`src/hdl/wds_pkg.sv`:
```
// Shared constants and types of the weighted destination sampler.
`default_nettype none

package wds_pkg;

  localparam int MAX_TERMINALS = 64;
  localparam int FRACTION_BITS = 16;

  localparam int IDX_W    = $clog2(MAX_TERMINALS);
  localparam int CNT_W    = $clog2(MAX_TERMINALS + 1);
  localparam int CUM_W    = FRACTION_BITS + 1;
  localparam int TOTAL_W  = FRACTION_BITS + 2;
  localparam int WEIGHT_W = FRACTION_BITS + 1;
  localparam int RANDOM_W = FRACTION_BITS;
  localparam int TC_W     = 7;
  localparam int DEST_W   = 6;
  localparam int STATUS_W = 2;

  localparam logic [TC_W-1:0]    TC_RESET  = TC_W'(MAX_TERMINALS);
  localparam logic [TOTAL_W-1:0] ONE_VALUE = TOTAL_W'(1) << FRACTION_BITS;
  localparam logic [CUM_W-1:0]   CUM_MAX   = '1;
  localparam logic [TOTAL_W-1:0] TOTAL_MAX = '1;

  typedef enum logic {
    KIND_LOAD = 1'b0,
    KIND_DRAW = 1'b1
  } kind_e;

  typedef enum logic [STATUS_W-1:0] {
    STATUS_OK        = 2'd0,
    STATUS_ROW_BAD   = 2'd1,
    STATUS_LOAD_PAST = 2'd2
  } status_e;

endpackage : wds_pkg

`default_nettype wire

```
`src/hdl/wds_in_if.sv`:
```
// Input channel of the sampler: load and draw transactions.
`default_nettype none

interface wds_in_if
  import wds_pkg::*;
();
  logic                valid;
  logic                ready;
  logic                kind;
  logic                restart;
  logic [WEIGHT_W-1:0] weight;
  logic [RANDOM_W-1:0] random_value;

  modport source (output valid, kind, restart, weight, random_value, input ready);
  modport sink   (input valid, kind, restart, weight, random_value, output ready);
endinterface : wds_in_if

`default_nettype wire

```
`src/hdl/wds_out_if.sv`:
```
// Output channel of the sampler: one result transaction per input transaction.
`default_nettype none

interface wds_out_if
  import wds_pkg::*;
();
  logic                valid;
  logic                ready;
  logic [DEST_W-1:0]   destination;
  logic [STATUS_W-1:0] status;

  modport source (output valid, destination, status, input ready);
  modport sink   (input valid, destination, status, output ready);
endinterface : wds_out_if

`default_nettype wire

```
`src/hdl/wds_ram.sv`:
```
// Generic single-write, single-read synchronous RAM with registered read data.
`default_nettype none

module wds_ram #(
  parameter int DEPTH = 64,
  parameter int WIDTH = 17
) (
  input  wire logic                     clk_i,
  input  wire logic                     we_i,
  input  wire logic [$clog2(DEPTH)-1:0] waddr_i,
  input  wire logic [WIDTH-1:0]         wdata_i,
  input  wire logic                     re_i,
  input  wire logic [$clog2(DEPTH)-1:0] raddr_i,
  output logic      [WIDTH-1:0]         rdata_o
);

  logic [WIDTH-1:0] mem [DEPTH];

  always_ff @(posedge clk_i) begin
    if (we_i) begin
      mem[waddr_i] <= wdata_i;
    end
  end

  always_ff @(posedge clk_i) begin
    if (re_i) begin
      rdata_o <= mem[raddr_i];
    end
  end

endmodule : wds_ram

`default_nettype wire

```
`src/hdl/weighted_destination_sampler.sv`:
```
// Top level of the weighted destination sampler: row loading and inverse-CDF search.
`default_nettype none

//  Channel    Direction  Transaction                     Fields
//  item_i     in         load one weight / draw one      kind, restart, weight, random_value
//  result_o   out        one result per item             destination, status
//  cfg_*_i    in         write terminal_count            cfg_wdata_i (7 bits)
//
//  A load, a failed draw and a draw over a single terminal need no search. Any other
//  draw searches through the single read port of the cumulative table, one search
//  step a cycle; a count that is not a power of two can need fewer steps than the
//  next larger power of two would.
//  Reset clears the running total, the entry count and the terminal count (to 64);
//  the table itself is not cleared and needs no clearing pass.
//  A result waits in a pending register and then in the output register, so a
//  stalled output side blocks new items only once both are full.

module weighted_destination_sampler
  import wds_pkg::*;
(
  input  wire logic            clk_i,
  input  wire logic            rst_ni,
  input  wire logic            cfg_we_i,
  input  wire logic [TC_W-1:0] cfg_wdata_i,
  wds_in_if.sink               item_i,
  wds_out_if.source            result_o
);

  typedef enum logic {
    ST_IDLE,
    ST_SEARCH
  } state_e;

  state_e                state_q, state_d;
  logic [TC_W-1:0]       tc_q, tc_d;
  logic [TOTAL_W-1:0]    total_q, total_d;
  logic [CNT_W-1:0]      entries_q, entries_d;
  logic [IDX_W-1:0]      bot_q, bot_d;
  logic [CNT_W-1:0]      top_q, top_d;
  logic [IDX_W-1:0]      mid_q, mid_d;
  logic [RANDOM_W-1:0]   rnd_q, rnd_d;
  logic                  pend_valid_q, pend_valid_d;
  logic [DEST_W-1:0]     pend_dest_q, pend_dest_d;
  status_e               pend_status_q, pend_status_d;
  logic                  out_valid_q, out_valid_d;
  logic [DEST_W-1:0]     out_dest_q, out_dest_d;
  status_e               out_status_q, out_status_d;

  // Table port.
  logic                  ram_we;
  logic [IDX_W-1:0]      ram_waddr;
  logic [CUM_W-1:0]      ram_wdata;
  logic                  ram_re;
  logic [IDX_W-1:0]      ram_raddr;
  logic [CUM_W-1:0]      ram_rdata;

  logic                  accept;
  logic                  out_free;
  logic [CNT_W-1:0]      count_use;
  logic [TOTAL_W-1:0]    base_total;
  logic [CNT_W-1:0]      base_cnt;
  logic                  load_ok;
  logic [TOTAL_W:0]      load_sum;
  logic                  draw_ok;
  logic                  lt;
  logic [IDX_W-1:0]      bot_n;
  logic [CNT_W-1:0]      top_n;
  logic [CNT_W-1:0]      span;
  logic [IDX_W-1:0]      mid_n;

  wds_ram #(
    .DEPTH (MAX_TERMINALS),
    .WIDTH (CUM_W)
  ) u_table (
    .clk_i   (clk_i),
    .we_i    (ram_we),
    .waddr_i (ram_waddr),
    .wdata_i (ram_wdata),
    .re_i    (ram_re),
    .raddr_i (ram_raddr),
    .rdata_o (ram_rdata)
  );

  // The output register frees up this cycle when it is empty or being taken.
  assign out_free     = !out_valid_q || result_o.ready;
  assign item_i.ready = (state_q == ST_IDLE) && (!pend_valid_q || out_free);
  assign accept       = item_i.valid && item_i.ready;

  assign result_o.valid       = out_valid_q;
  assign result_o.destination = out_dest_q;
  assign result_o.status      = out_status_q;

  // A count of zero acts as one, a count above the table depth as the depth.
  always_comb begin
    if (tc_q == '0) begin
      count_use = CNT_W'(1);
    end else if (tc_q > TC_W'(MAX_TERMINALS)) begin
      count_use = CNT_W'(MAX_TERMINALS);
    end else begin
      count_use = CNT_W'(tc_q);
    end
  end

  // Load datapath. A restart clears the running sum before the weight is stored.
  assign base_total = item_i.restart ? '0 : total_q;
  assign base_cnt   = item_i.restart ? '0 : entries_q;
  assign load_ok    = base_cnt < count_use;
  assign load_sum   = {1'b0, base_total} + (TOTAL_W + 1)'(item_i.weight);

  // A draw only searches a complete row whose weights add up to exactly one.
  assign draw_ok = (entries_q == count_use) && (total_q == ONE_VALUE);

  // One search step: the read data belongs to the entry at mid_q.
  assign lt    = ram_rdata < CUM_W'(rnd_q);
  assign bot_n = lt ? mid_q : bot_q;
  assign top_n = lt ? top_q : CNT_W'(mid_q);
  assign span  = top_n - CNT_W'(bot_n);
  assign mid_n = bot_n + IDX_W'(span >> 1);

  always_comb begin
    state_d       = state_q;
    tc_d          = cfg_we_i ? cfg_wdata_i : tc_q;
    total_d       = total_q;
    entries_d     = entries_q;
    bot_d         = bot_q;
    top_d         = top_q;
    mid_d         = mid_q;
    rnd_d         = rnd_q;
    pend_valid_d  = pend_valid_q;
    pend_dest_d   = pend_dest_q;
    pend_status_d = pend_status_q;
    out_valid_d   = out_valid_q;
    out_dest_d    = out_dest_q;
    out_status_d  = out_status_q;
    ram_we        = 1'b0;
    ram_waddr     = IDX_W'(base_cnt);
    ram_wdata     = (base_total > TOTAL_W'(CUM_MAX)) ? CUM_MAX : base_total[CUM_W-1:0];
    ram_re        = 1'b0;
    ram_raddr     = mid_n;

    // The pending result moves into the output register whenever it is free.
    if (out_free) begin
      out_valid_d  = pend_valid_q;
      out_dest_d   = pend_dest_q;
      out_status_d = pend_status_q;
      pend_valid_d = 1'b0;
    end

    unique case (state_q)
      ST_IDLE: begin
        if (accept) begin
          if (item_i.kind == KIND_LOAD) begin
            pend_valid_d = 1'b1;
            if (load_ok) begin
              ram_we        = 1'b1;
              total_d       = load_sum[TOTAL_W] ? TOTAL_MAX : load_sum[TOTAL_W-1:0];
              entries_d     = base_cnt + CNT_W'(1);
              pend_dest_d   = DEST_W'(base_cnt);
              pend_status_d = STATUS_OK;
            end else begin
              pend_dest_d   = '0;
              pend_status_d = STATUS_LOAD_PAST;
            end
          end else if (!draw_ok) begin
            pend_valid_d  = 1'b1;
            pend_dest_d   = '0;
            pend_status_d = STATUS_ROW_BAD;
          end else if (count_use == CNT_W'(1)) begin
            // A single terminal needs no search.
            pend_valid_d  = 1'b1;
            pend_dest_d   = '0;
            pend_status_d = STATUS_OK;
          end else begin
            ram_re    = 1'b1;
            ram_raddr = IDX_W'(count_use >> 1);
            bot_d     = '0;
            top_d     = count_use;
            mid_d     = IDX_W'(count_use >> 1);
            rnd_d     = item_i.random_value;
            state_d   = ST_SEARCH;
          end
        end
      end
      ST_SEARCH: begin
        bot_d = bot_n;
        top_d = top_n;
        if (span > CNT_W'(1)) begin
          ram_re = 1'b1;
          mid_d  = mid_n;
        end else begin
          pend_valid_d  = 1'b1;
          pend_dest_d   = DEST_W'(bot_n);
          pend_status_d = STATUS_OK;
          state_d       = ST_IDLE;
        end
      end
      default: begin
        state_d = ST_IDLE;
      end
    endcase
  end

  always_ff @(posedge clk_i or negedge rst_ni) begin
    if (!rst_ni) begin
      state_q       <= ST_IDLE;
      tc_q          <= TC_RESET;
      total_q       <= '0;
      entries_q     <= '0;
      bot_q         <= '0;
      top_q         <= '0;
      mid_q         <= '0;
      rnd_q         <= '0;
      pend_valid_q  <= 1'b0;
      pend_dest_q   <= '0;
      pend_status_q <= STATUS_OK;
      out_valid_q   <= 1'b0;
      out_dest_q    <= '0;
      out_status_q  <= STATUS_OK;
    end else begin
      state_q       <= state_d;
      tc_q          <= tc_d;
      total_q       <= total_d;
      entries_q     <= entries_d;
      bot_q         <= bot_d;
      top_q         <= top_d;
      mid_q         <= mid_d;
      rnd_q         <= rnd_d;
      pend_valid_q  <= pend_valid_d;
      pend_dest_q   <= pend_dest_d;
      pend_status_q <= pend_status_d;
      out_valid_q   <= out_valid_d;
      out_dest_q    <= out_dest_d;
      out_status_q  <= out_status_d;
    end
  end

  // While searching, the pending slot has been drained and is free for the result.
  a_search_pend_free: assert property (@(posedge clk_i) disable iff (!rst_ni)
    (state_q == ST_SEARCH) |-> !pend_valid_q)
    else $error("pending result present during search");

  // The search interval always holds more than one candidate while searching.
  a_search_span: assert property (@(posedge clk_i) disable iff (!rst_ni)
    (state_q == ST_SEARCH) |-> (top_q > CNT_W'(bot_q) + CNT_W'(1)))
    else $error("search interval collapsed");

  // The table is written only by loads taken in the idle state.
  a_write_idle: assert property (@(posedge clk_i) disable iff (!rst_ni)
    ram_we |-> (accept && (item_i.kind == KIND_LOAD)))
    else $error("table write outside a load");

  // A load past the terminal count leaves the row untouched.
  a_load_past_stable: assert property (@(posedge clk_i) disable iff (!rst_ni)
    (accept && (item_i.kind == KIND_LOAD) && !item_i.restart && !load_ok)
      |=> ($stable(entries_q) && $stable(total_q)))
    else $error("rejected load changed the row state");

  // The entry count never exceeds the table depth.
  a_entries_bound: assert property (@(posedge clk_i) disable iff (!rst_ni)
    entries_q <= CNT_W'(MAX_TERMINALS))
    else $error("entry count beyond table depth");

endmodule : weighted_destination_sampler

`default_nettype wire

```
`src/flat_wrapper.sv`:
```
// flat-port wrapper written by rule: the top's interface ports become plain ports
module weighted_destination_sampler_flat import wds_pkg::*;
  (clk_i, rst_ni, cfg_we_i, cfg_wdata_i, item_i_valid, item_i_kind, item_i_restart, item_i_weight, item_i_random_value, item_i_ready, result_o_valid, result_o_destination, result_o_status, result_o_ready);
  wds_in_if item_i_i ();
  wds_out_if result_o_i ();
  input  wire logic clk_i;
  input  wire logic rst_ni;
  input  wire logic cfg_we_i;
  input  wire logic [TC_W-1:0] cfg_wdata_i;
  input wire logic [$bits(item_i_i.valid)-1:0] item_i_valid;
  input wire logic [$bits(item_i_i.kind)-1:0] item_i_kind;
  input wire logic [$bits(item_i_i.restart)-1:0] item_i_restart;
  input wire logic [$bits(item_i_i.weight)-1:0] item_i_weight;
  input wire logic [$bits(item_i_i.random_value)-1:0] item_i_random_value;
  output wire logic [$bits(item_i_i.ready)-1:0] item_i_ready;
  output wire logic [$bits(result_o_i.valid)-1:0] result_o_valid;
  output wire logic [$bits(result_o_i.destination)-1:0] result_o_destination;
  output wire logic [$bits(result_o_i.status)-1:0] result_o_status;
  input wire logic [$bits(result_o_i.ready)-1:0] result_o_ready;
  assign item_i_i.valid = item_i_valid;
  assign item_i_i.kind = item_i_kind;
  assign item_i_i.restart = item_i_restart;
  assign item_i_i.weight = item_i_weight;
  assign item_i_i.random_value = item_i_random_value;
  assign item_i_ready = item_i_i.ready;
  assign result_o_valid = result_o_i.valid;
  assign result_o_destination = result_o_i.destination;
  assign result_o_status = result_o_i.status;
  assign result_o_i.ready = result_o_ready;
  weighted_destination_sampler u_core (.clk_i(clk_i), .rst_ni(rst_ni), .cfg_we_i(cfg_we_i), .cfg_wdata_i(cfg_wdata_i), .item_i(item_i_i), .result_o(result_o_i));
endmodule
```
`config.mk`:
```
export PLATFORM = sky130hd
export DESIGN_NAME = weighted_destination_sampler_flat
export DESIGN_NICKNAME = d
export VERILOG_FILES = /design/src/hdl/wds_pkg.sv /design/src/hdl/wds_in_if.sv /design/src/hdl/wds_out_if.sv /design/src/hdl/wds_ram.sv /design/src/hdl/weighted_destination_sampler.sv /design/src/flat_wrapper.sv
export SDC_FILE = /design/constraint.sdc
export NUM_CORES = 1
export LEC_CHECK = 0
export ABC_CLOCK_PERIOD_IN_PS = 10150
export BUFFER_PORTS_ARGS = -buffer_cell sky130_fd_sc_hd__clkbuf_2
export CORE_MARGIN = 2
export CORE_UTILIZATION = 45
export CTS_CLUSTER_SIZE = 20
export DETAILED_ROUTE_END_ITERATION = 10
export GPL_TIMING_DRIVEN = 0
export PLACE_DENSITY_LB_ADDON = 0.1
export SLEW_MARGIN = 0
export SYNTH_ARGS = -nofsm -noshare
export SYNTH_HDL_FRONTEND = slang
export SYNTH_SLANG_ARGS = --single-unit
```
`constraint.sdc`:
```
create_clock -name clk_i -period 10.15 [get_ports clk_i]
set_input_delay 1.5225 -clock clk_i [delete_from_list [all_inputs] [get_ports clk_i]]
set_output_delay 1.5225 -clock clk_i [all_outputs]
set_load 0.02 [all_outputs]
```
; Word-level counts from Yosys, hierarchy flattened
; Memory sizes are Yosys's and may differ from the RTL's. A register that Yosys moved wholly into a read port is not among the register bits.
; Index checks and enable logic that the tools add are counted.
[totals]
reg_bits = 86
in_bits = 47
memories = 1
mem_bits_rw = 1088
[memory_table]
columns = memory, words, width, rd, rd_clocked_by_memory_dff, wr, line
row1 = u_core.u_table.mem, 64, 17, 1, 1, 1, wds_ram.sv:17  ; logic [WIDTH-1:0] mem [DEPTH];
[classes]
n_lt_le_gt_ge = 5
add_sub_neg = 4
mux = 62
eq_ne = 10
reduce_logical = 13
bitwise = 3
[op_table]
columns = cell, count
row1 = 6-bit 2-to-1 mux, 21
row2 = 7-bit 2-to-1 mux, 8
row3 = 18-bit 2-to-1 mux, 2
row4 = 6-bit case mux with 2 select lines, 3
row5 = 18-bit by 17-bit adder with 19-bit output, 1
row6 = 18-bit by 17-bit equality test with 1-bit output (second input constant), 1
row7 = 18-bit by 17-bit > comparator with 1-bit output (second input constant), 1
row8 = 17-bit by 16-bit less-than comparator with 1-bit output, 1
row9 = 1-bit 2-to-1 mux, 17
row10 = 17-bit 2-to-1 mux, 1
row11 = 7-bit case mux with 2 select lines, 1
row12 = 2-bit 2-to-1 mux, 6
row13 = 5-bit AND reduction, 2
row14 = 2-bit inequality test (second input constant), 4
row15 = 4-bit AND reduction, 2
row16 = 7-bit by 1-bit adder with 7-bit output (second input constant), 1
row17 = 7-bit by 1-bit equality test with 1-bit output (second input constant), 1
row18 = 7-bit equality test, 1
row19 = 7-bit by 1-bit > comparator with 1-bit output (second input constant), 1
row20 = 7-bit > comparator (second input constant), 1
row21 = 7-bit zero test, 1
row22 = 7-bit less-than comparator, 1
row23 = 7-bit by 6-bit subtractor with 7-bit output, 1
row24 = 6-bit adder, 1
row25 = other kinds (9), 17

; Depth between registers and ports, before layout
; Gate-level depths: netlist (run 1).
[logic_depth]
ltp_word = 10
depth_mapped = 28
depth_no_buf = 26

; Hierarchy
; Synthesis (run 1) repeated with hierarchy kept, for this count alone.
[hier_totals]
hier_cells = 2616
hier_area_um2 = 48470.2
[modules_own_cells]
columns = mod, n_inst, area_per_inst_um2, cells_each, seq_area_each_um2
row1 = wds_ram, 1, 42514.5, 1953, 33181.8
row2 = weighted_destination_sampler, 1, 5955.7, 663, 2153.3

; Least setup slack after synthesis (run 1)
; OpenSTA, ideal clock, no wires.
[synth_timing]
path_kind = flip-flop to flip-flop
startpoint = reg u_core.u_table.rdata_o[10], read port of u_core.u_table.mem
endpoint = reg u_core.u_table.rdata_o[3], read port of u_core.u_table.mem (data pin)
required_ns = 9.879
stages_incl_launch_ff = 25
slack_ns = 4.126
arrival_ns = 5.753
path_cell_list = edfxtp_1 > ha_1 > a21o_1 > a21o_1 > a211oi_1 > o211a_1 > o21bai_1 > a21oi_1 > clkbuf_1 > mux2_2 > ha_1 > inv_1 > fa_1 > ha_1 > fa_1 > o41ai_2 > nand2_1 > buf_2 > buf_4 > buf_4 > buf_2 > mux2i_1 > o22ai_1 > o41ai_1 > o32ai_1
[synth_via]
elab_chain_cells = 9
[synth_lines]
columns = item, line
row1 = start: declaration, wds_ram.sv:14  ; output logic [WIDTH-1:0] rdata_o
row2 = 17-bit by 16-bit less-than comparator with 1-bit output *, weighted_destination_sampler.sv:114  ; assign lt = ram_rdata < CUM_W'(rnd_q);
row3 = 7-bit 2-to-1 mux / 6-bit 2-to-1 mux (equally long branches), "weighted_destination_sampler.sv:116, weighted_destination_sampler.sv:115"
row4 = 7-bit by 6-bit subtractor with 7-bit output, weighted_destination_sampler.sv:117  ; assign span = top_n - CNT_W'(bot_n);
row5 = 6-bit adder, weighted_destination_sampler.sv:118  ; assign mid_n = bot_n + IDX_W'(span >> 1);
row6 = 6-bit 2-to-1 mux, weighted_destination_sampler.sv:168  ; end else if (count_use == CNT_W'(1)) begin
row7 = 6-bit 2-to-1 mux, weighted_destination_sampler.sv:164  ; end else if (!draw_ok) begin
row8 = 6-bit 2-to-1 mux, weighted_destination_sampler.sv:152  ; if (item_i.kind == KIND_LOAD) begin
row9 = 6-bit 2-to-1 mux, weighted_destination_sampler.sv:151  ; if (accept) begin
row10 = 6-bit 2-to-1 mux, weighted_destination_sampler.sv:149  ; unique case (state_q)
; Every way passes the cells marked *; elsewhere a longest branch is shown, timed or not.
; A chain may end at the register's enable or synchronous reset.

; Worst setup path in the final report (run 1)
[layout_timing]
startpoint = reg u_core.rnd_q[10]
endpoint = reg u_core.u_table.rdata_o[9], read port of u_core.u_table.mem (data pin)
[layout_via]
elab_chain_cells = 9
[layout_lines]
columns = item, line
row1 = start: declaration, weighted_destination_sampler.sv:41  ; logic [RANDOM_W-1:0] rnd_q, rnd_d;
row2 = start signal: assignment, weighted_destination_sampler.sv:227  ; rnd_q <= rnd_d;
row3 = 17-bit by 16-bit less-than comparator with 1-bit output *, weighted_destination_sampler.sv:114
row4 = 7-bit 2-to-1 mux / 6-bit 2-to-1 mux (equally long branches), "weighted_destination_sampler.sv:116, weighted_destination_sampler.sv:115"
row5 = 7-bit by 6-bit subtractor with 7-bit output, weighted_destination_sampler.sv:117
row6 = 6-bit adder, weighted_destination_sampler.sv:118
row7 = 6-bit 2-to-1 mux, weighted_destination_sampler.sv:168
row8 = 6-bit 2-to-1 mux, weighted_destination_sampler.sv:164
row9 = 6-bit 2-to-1 mux, weighted_destination_sampler.sv:152
row10 = 6-bit 2-to-1 mux, weighted_destination_sampler.sv:151
row11 = 6-bit 2-to-1 mux, weighted_destination_sampler.sv:149
; Marks and branches as above.

==> impl_metrics.json, run 1 <==
{
  "outcome": "finished with violations",
  "violations": "capacitance limit, slew limit",
  "vias_per_cell": 6.16,
  "ant_nets": 0,
  "r2r_end": "u_core.u_table.rdata_o[9]$_DFFE_PP_",
  "finalWorstPathRequiredPeriod_ns": 9.60,
  "first_pass_iters": 6,
  "cp-start-kind": "flop",
  "track_usage": 0.291,
  "synth_seq_cells": 1191,
  "die_w_um": 334,
  "layout-drive-gt1-share": 0.153,
  "synthesis.area_mm2": 0.0489,
  "syn_area_per_cell_um2": 14.5,
  "place.gp.congestion": 0.901,
  "die_height_um": 334,
  "wl_per_cell_um": 31.8,
  "dp_slack_ns": 0.852,
  "syn_nets": 3462,
  "drv_slew": 2,
  "initial_core_util": 0.455,
  "tightest_slew_ns": 1.54,
  "port_buffers": 56,
  "finalNetCount": 3726,
  "cp.arrival_ns": 10.15,
  "synth_top_area_frac": 0.679,
  "drc": 0,
  "netlist_instances": 3362,
  "timing.final.ws_setup_ns": 0.549,
  "cts_inserted_buffers": 121,
  "grt_max_degree": 62,
  "cts.clk_slew.worst_paths_ns": 0.06,
  "crit_path_start": "u_core.rnd_q[10]$_DFFE_PN0P_",
  "io_pins": 57,
  "antenna_found_initial": 9,
  "crit_type": "reg -> reg",
  "fillers": 8784,
  "async_reset_ff_frac": 0.0722,
  "synth.distinct_cells": 81,
  "synth_warnings": 0,
  "fmax_ghz": 0.104,
  "dieArea_mm2": 0.111,
  "grt_pass1_wl_mm": 227,
  "max_slew_margin": -0.0361,
  "setup-violations-final": 0,
  "hp-class": "reg -> reg",
  "cts_hold_buf": 0,
  "clkSinkCount": 1191,
  "hold_violations": 0,
  "reg2reg_slack_ns": 0.55,
  "cts_resized": 0,
  "grt_pass1_vias": 30300,
  "cp.required_ns": 10.70,
  "diodes": 0,
  "synth_ff_type": "edfxtp_1",
  "cts_htree_levels": 3,
  "period_share": 0.946,
  "finalCoreUtilization": 0.528,
  "grt.overflow.total": 0,
  "wl_mm": 163,
  "area_delta_synth_final_pct": 15.9,
  "cap_violations": 2,
  "num_vias": 31600,
  "cts-root-buf": "clkbuf_16",
  "rows": 120,
  "synth_area_leaders": "edfxtp_1 (68%), mux2i_1 (6.3%), dfrtp_1 (4.4%), nand2_1 (4.1%), a21oi_1 (2.1%)",
  "cts_tree": "done",
  "synth_edf_count": 1105,
  "crit_path_end": "u_core.u_table.rdata_o[9]$_DFFE_PP_",
  "cts_setup_buffers": 0,
  "worstPathMaxFanout": 10,
  "drtIter0Drc": 4475,
  "reg2regPathDepth": 25,
  "clock_path_buffers": 3,
  "clk_latency_ns": 0.74,
  "synth_top_area_cell": "edfxtp_1",
  "ys_seq_area_frac": 0.723,
  "fin_tns_setup_ns": 0,
  "place_hpwl_mm": 113,
  "r2r_start": "u_core.rnd_q[10]$_DFFE_PN0P_",
  "setup.worst_path.end_class": "flop",
  "rsz0062_at_grt": "false",
  "skew_ns": 0.0313,
  "mostFrequentLayoutCell": "edfxtp_1",
  "core-area_mm2": 0.107,
  "layout_common_cells": "edfxtp_1 (1105), nand2_1 (540), mux2i_1 (309)"
}
## cell families after synthesis
logic type,count (synthesis),synth area share
flip-flops,1191,0.723
AND/OR/NAND/NOR,930,0.0845
AO/OA/AOI/OAI,580,0.0754
multiplexers,356,0.0761
buffers and inverters,224,0.0219
adder cells (fa/ha/maj),53,0.0140
XOR/XNOR,28,0.00502
## critical path, stage by stage (launching register included)
cell,delay [ns]
dfrtp_1,0.36
inv_1,0.08
ha_1,0.24
a21o_1,0.18
a21o_1,0.20
o21ai_0,0.45
o21bai_1,0.14
a21oi_1,0.38
clkbuf_1,0.56
mux2i_1,0.35
ha_1,0.19
inv_1,0.06
fa_1,0.46
a21o_1,0.21
a21oi_1,0.21
xnor2_1,0.19
ha_1,0.33
xnor2_1,0.48
nand2_1,0.13
mux2i_2,0.95
nand2_1,0.95
buf_2,0.53
o22ai_1,0.19
nor4_1,0.10
a211oi_1,1.24
a21o_1,0.24
## state kept, by name, summed over array words and instances (netlist names), 7 cells and up
| register | count |
|---|---|
| u_core.entries_q | 7 |
| u_core.rnd_q | 16 |
| u_core.tc_q | 7 |
| u_core.top_q | 7 |
| u_core.total_q | 18 |
| u_core.u_table.mem | 1088 |
| u_core.u_table.rdata_o | 17 |
## worst min-delay path by stage
| stage | startpoint | to | slack [ns] | cells past startpoint |
|---|---|---|---|---|
| 2_1_floorplan | u_core.pend_valid_q$_DFF_PN0_ | u_core.result_o.valid$_DFFE_PN0P_ | 0.44 | 1 |
| 3_3_place_gp | u_core.pend_valid_q$_DFF_PN0_ | u_core.result_o.valid$_DFFE_PN0P_ | 0.45 | 1 |
| 3_5_place_dp | u_core.bot_q[3]$_DFFE_PN0P_ | u_core.bot_q[3]$_DFFE_PN0P_ | 0.47 | 2 |
| 4_1_cts | u_core.pend_valid_q$_DFF_PN0_ | u_core.result_o.valid$_DFFE_PN0P_ | 0.48 | 1 |
| 5_1_grt | u_core.pend_valid_q$_DFF_PN0_ | u_core.result_o.valid$_DFFE_PN0P_ | 0.52 | 1 |
| 6_report | u_core.pend_valid_q$_DFF_PN0_ | u_core.result_o.valid$_DFFE_PN0P_ | 0.48 | 1 |
## layout make-up
class,count,area [µm²],area share
Clock buffer,157,3230,0.0570
Inverter,47,176,0.00311
Multi-Input combinational cell,1947,12900,0.227
Buffer,177,897,0.0158
Clock inverter,70,601,0.0106
Timing Repair Buffer,141,1780,0.0314
Tap cell,1403,1760,0.0310
Sequential cell,1191,35300,0.624
## cell usage after synthesis, types with 7 or more instances
master / number
ha_1: 50
nand3_1: 62
buf_1: 10
buf_2: 73
a31oi_1: 21
nand2_1: 540
o22a_1: 16
or4_1: 20
o21ai_0: 57
o22ai_1: 123
o41ai_1: 7
or3_1: 11
dfrtp_1: 85
nor4_1: 57
a211o_1: 13
o211ai_1: 8
o31ai_1: 8
o221ai_1: 20
clkbuf_1: 62
mux2_2: 37
a21oi_1: 207
a211oi_1: 9
inv_1: 46
xor2_1: 10
nor3_1: 28
a21o_1: 18
edfxtp_1: 1105
a22oi_1: 8
nor2_1: 118
nor2b_1: 25
buf_4: 25
xnor2_1: 18
and3_1: 16
mux2i_1: 309
nand2b_1: 17
a2111oi_0: 9
## per-layer routing
metal  up-vias  track usage  wire [µm]
li1      13400            -          -
met1     16100        0.407      65700
met2      1882        0.446      72900
met3       267       0.0716      18900
met4         6       0.0954       5680
met5         -            0         44
## per-stage QoR
stage	hold slack [ns]	cells	cell area, µm²
4_1_cts	0.481	5133	56700
2_1_floorplan	0.435	3362	48900
5_1_grt	0.516	5133	56700
3_3_place_gp	0.449	4821	50900
3_5_place_dp	0.468	4906	52800
6_report	0.478	5133	56700
Power of run 1 is left out: the tool's default activity adds up to more than one toggle a clock period on the data nets, which glitch-free logic cannot reach.
==> inputs of run 2 (changes only) <==
--- a/config.mk
+++ b/config.mk
@@ -5,6 +5,7 @@
 export SDC_FILE = /design/constraint.sdc
 export NUM_CORES = 1
 export LEC_CHECK = 0
+export ABC_AREA = 1
 export ABC_CLOCK_PERIOD_IN_PS = 10150
 export BUFFER_PORTS_ARGS = -buffer_cell sky130_fd_sc_hd__clkbuf_2
 export CORE_MARGIN = 2
==> run 2 against run 1 <==
- the flow now finishes without violations
- critical path type is now in -> reg
- highest routed layer unchanged
- flip-flop and latch count unchanged
- fmax increased by 30%
- non-clock buffer count rose by 158
- final area rose by 9.3%
- final cell count up 38%
- core utilization fell by 0.31 points
- first-iteration DRC count grew 23%
==> impl_metrics.json, run 2 <==
{
  "whs_ns": 0.462,
  "setup.worst_path.end_class": "flop",
  "core-area_mm2": 0.118,
  "port_buffers": 54,
  "num_vias": 40500,
  "fmax_ghz": 0.135,
  "layout-drive-gt1-share": 0.109,
  "hold_violations": 0,
  "cts_resized": 0,
  "wl_mm": 188,
  "grtUsageMet2": 0.463,
  "synth_top_area_frac": 0.619,
  "synth_top_area_cell": "edfxtp_1",
  "wl_per_cell_um": 26.6,
  "finalWorstPathRequiredPeriod_ns": 7.40,
  "biggestRegsByFlops": "u_core.u_table.mem: 1088 flops, u_core.total_q: 18 flops, u_core.u_table.rdata_o: 17 flops",
  "seq_area_mm2": 0.0353,
  "crit_type": "in -> reg",
  "tightest_slew_ns": 1.28,
  "grt_pass1_wl_mm": 267,
  "clock_path_buffers": 3,
  "track_usage": 0.307,
  "synth_seq_cells": 1191,
  "rsz0062_at_grt": "false",
  "synthTopCellsByCount": "nand2_1 (1318), nand3_1 (1204), edfxtp_1 (1105), inv_1 (499), nand3b_1 (173)",
  "hp-class": "reg -> reg",
  "cp_common_cell": "clkbuf_1",
  "synth.distinct_cells": 46,
  "dieArea_mm2": 0.122,
  "synth_ff_type": "edfxtp_1",
  "layout_common_cells": "nand2_1 (1318), nand3_1 (1204), edfxtp_1 (1105)",
  "cts_inserted_buffers": 133,
  "cts_setup_buffers": 0,
  "cp.arrival_ns": 7.83,
  "cts_tree": "done",
  "cts-root-buf": "clkbuf_16",
  "syn_nets": 5235,
  "setup-violations-final": 0,
  "grt_use_met1": 0.435,
  "grt_pass1_vias": 37900,
  "cap_violations": 0,
  "synth_area_leaders": "edfxtp_1 (62%), nand3_1 (11%), nand2_1 (9.2%), dfrtp_1 (4.0%), inv_1 (3.5%)",
  "cts_hold_buf": 0,
  "drc": 0,
  "hold_depth": 1,
  "worstPathMaxFanout": 10,
  "cp.required_ns": 10.58,
  "drv_slew": 0,
  "skew_ns": 0.0240,
  "finalNetCount": 5529,
  "synth_edf_count": 1105,
  "reg2regPathDepth": 29,
  "synth.most_common_cell": "nand2_1",
  "ant_nets": 0,
  "path_cells": "clkbuf_1, clkbuf_1, clkbuf_1, nor2_1, ha_1, nand2_1, nor2_1, a211oi_1, nand2_1, nor3_2, clkbuf_1, nand4_1, nor2_2, buf_6",
  "cts.clk_slew.worst_paths_ns": 0.05,
  "area_delta_synth_final_pct": 15.6,
  "die_w_um": 349,
  "placed_cells": 6830,
  "max_slew_margin": 0.148,
  "syn_area_per_cell_um2": 10.4,
  "multi_input_area_mm2": 0.0152,
  "cp-start-kind": "input pin",
  "antenna_found_initial": 1,
  "ys_seq_area_frac": 0.659,
  "slowest_stage": "nand4_1",
  "design_area_mm2": 0.0619,
  "vias_per_cell": 5.74,
  "layoutNonFillerInstCount": 7063,
  "first_pass_iters": 6,
  "drtIter0Drc": 5489,
  "die_height_um": 349,
  "grt.overflow.total": 0,
  "cts_htree_levels": 4,
  "async_reset_ff_frac": 0.0722,
  "largest_reg_flops": 1088,
  "initial_core_util": 0.454,
  "period_share": 0.729,
  "rows": 126,
  "critPathMaxStageDelay_ns": 1.06,
  "outcome": "finished, final reports clean",
  "regMostFlops": "u_core.u_table.mem",
  "place.gp.congestion": 0.937,
  "io_pins": 57,
  "synth_warnings": 0,
  "place_area_mm2": 0.0579,
  "clkSinkCount": 1191,
  "clk_latency_ns": 0.75,
  "netlist_instances": 5135,
  "fillers": 10500,
  "grt-busiest-layer": "met2",
  "met3_usage": 0.0663,
  "mostFrequentLayoutCell": "nand2_1",
  "place_hpwl_mm": 136,
  "grt_max_degree": 60,
  "synthesis.area_mm2": 0.0536,
  "fin_tns_setup_ns": 0
}
[run 2: routing by layer]
layer / vias up / routed length (µm)
li1: 18200 / -
met1: 20000 / 79000
met2: 2034 / 82900
met3: 361 / 19000
met4: 2 / 7120
met5: - / 20
[run 2: cells by family after synthesis]
group | after synthesis | share of synthesized area
and+or+nand+nor | 2871 | 0.243
DFF | 1191 | 0.659
buffers and inverters | 825 | 0.0634
AOI/OAI and AO/OA | 169 | 0.0172
adders and majority gates | 53 | 0.0128
xor gates and xnor gates | 21 | 0.00343
muxes | 5 | 0.00105
[run 2: final timing paths]
path | from | to | slack [ns]
max reg2reg | u_core.rnd_q[15]$_DFFE_PN0P_ | u_core.u_table.rdata_o[4]$_DFFE_PP_ | 2.86
min reg2reg | u_core.pend_valid_q$_DFF_PN0_ | u_core.result_o.valid$_DFFE_PN0P_ | 0.46
min | u_core.pend_valid_q$_DFF_PN0_ | u_core.result_o.valid$_DFFE_PN0P_ | 0.46
max | item_i_restart | u_core.u_table.mem[9][7]$_DFFE_PP_ | 2.75
min in group asynchronous | rst_ni | u_core.total_q[11]$_DFFE_PN0P_ | 0.76
max in group asynchronous | rst_ni | u_core.rnd_q[14]$_DFFE_PN0P_ | 8.66
[run 2: area by class of cell]
class / count / area share
flip-flops and latches: 1191 / 0.570
plain buffers: 317 / 0.0241
clock inverters: 52 / 0.00594
clock buffers: 180 / 0.0588
repair buffers: 159 / 0.0328
inverters: 508 / 0.0308
well taps: 1536 / 0.0310
multi-input cells: 3119 / 0.246
diodes: 1 / 0.0000404
[run 2: critical path: cells and delay by family]
kind | cells | cell delay (ns)
AOI/OAI and AO/OA | 1 | 0.32
adders and majority gates | 1 | 0.34
buffers and inverters | 5 | 2.62
and+or+nand+nor | 7 | 2.97
[run 2: per-stage QoR]
step	setup slack (ns)	utilization
2_1_floorplan	4.30	-
3_3_place_gp	1.21	0.473
3_5_place_dp	2.29	0.491
4_1_cts	3.01	0.525
5_1_grt	2.61	0.525
6_report	2.75	0.525
Power of run 2 is left out for the same reason.
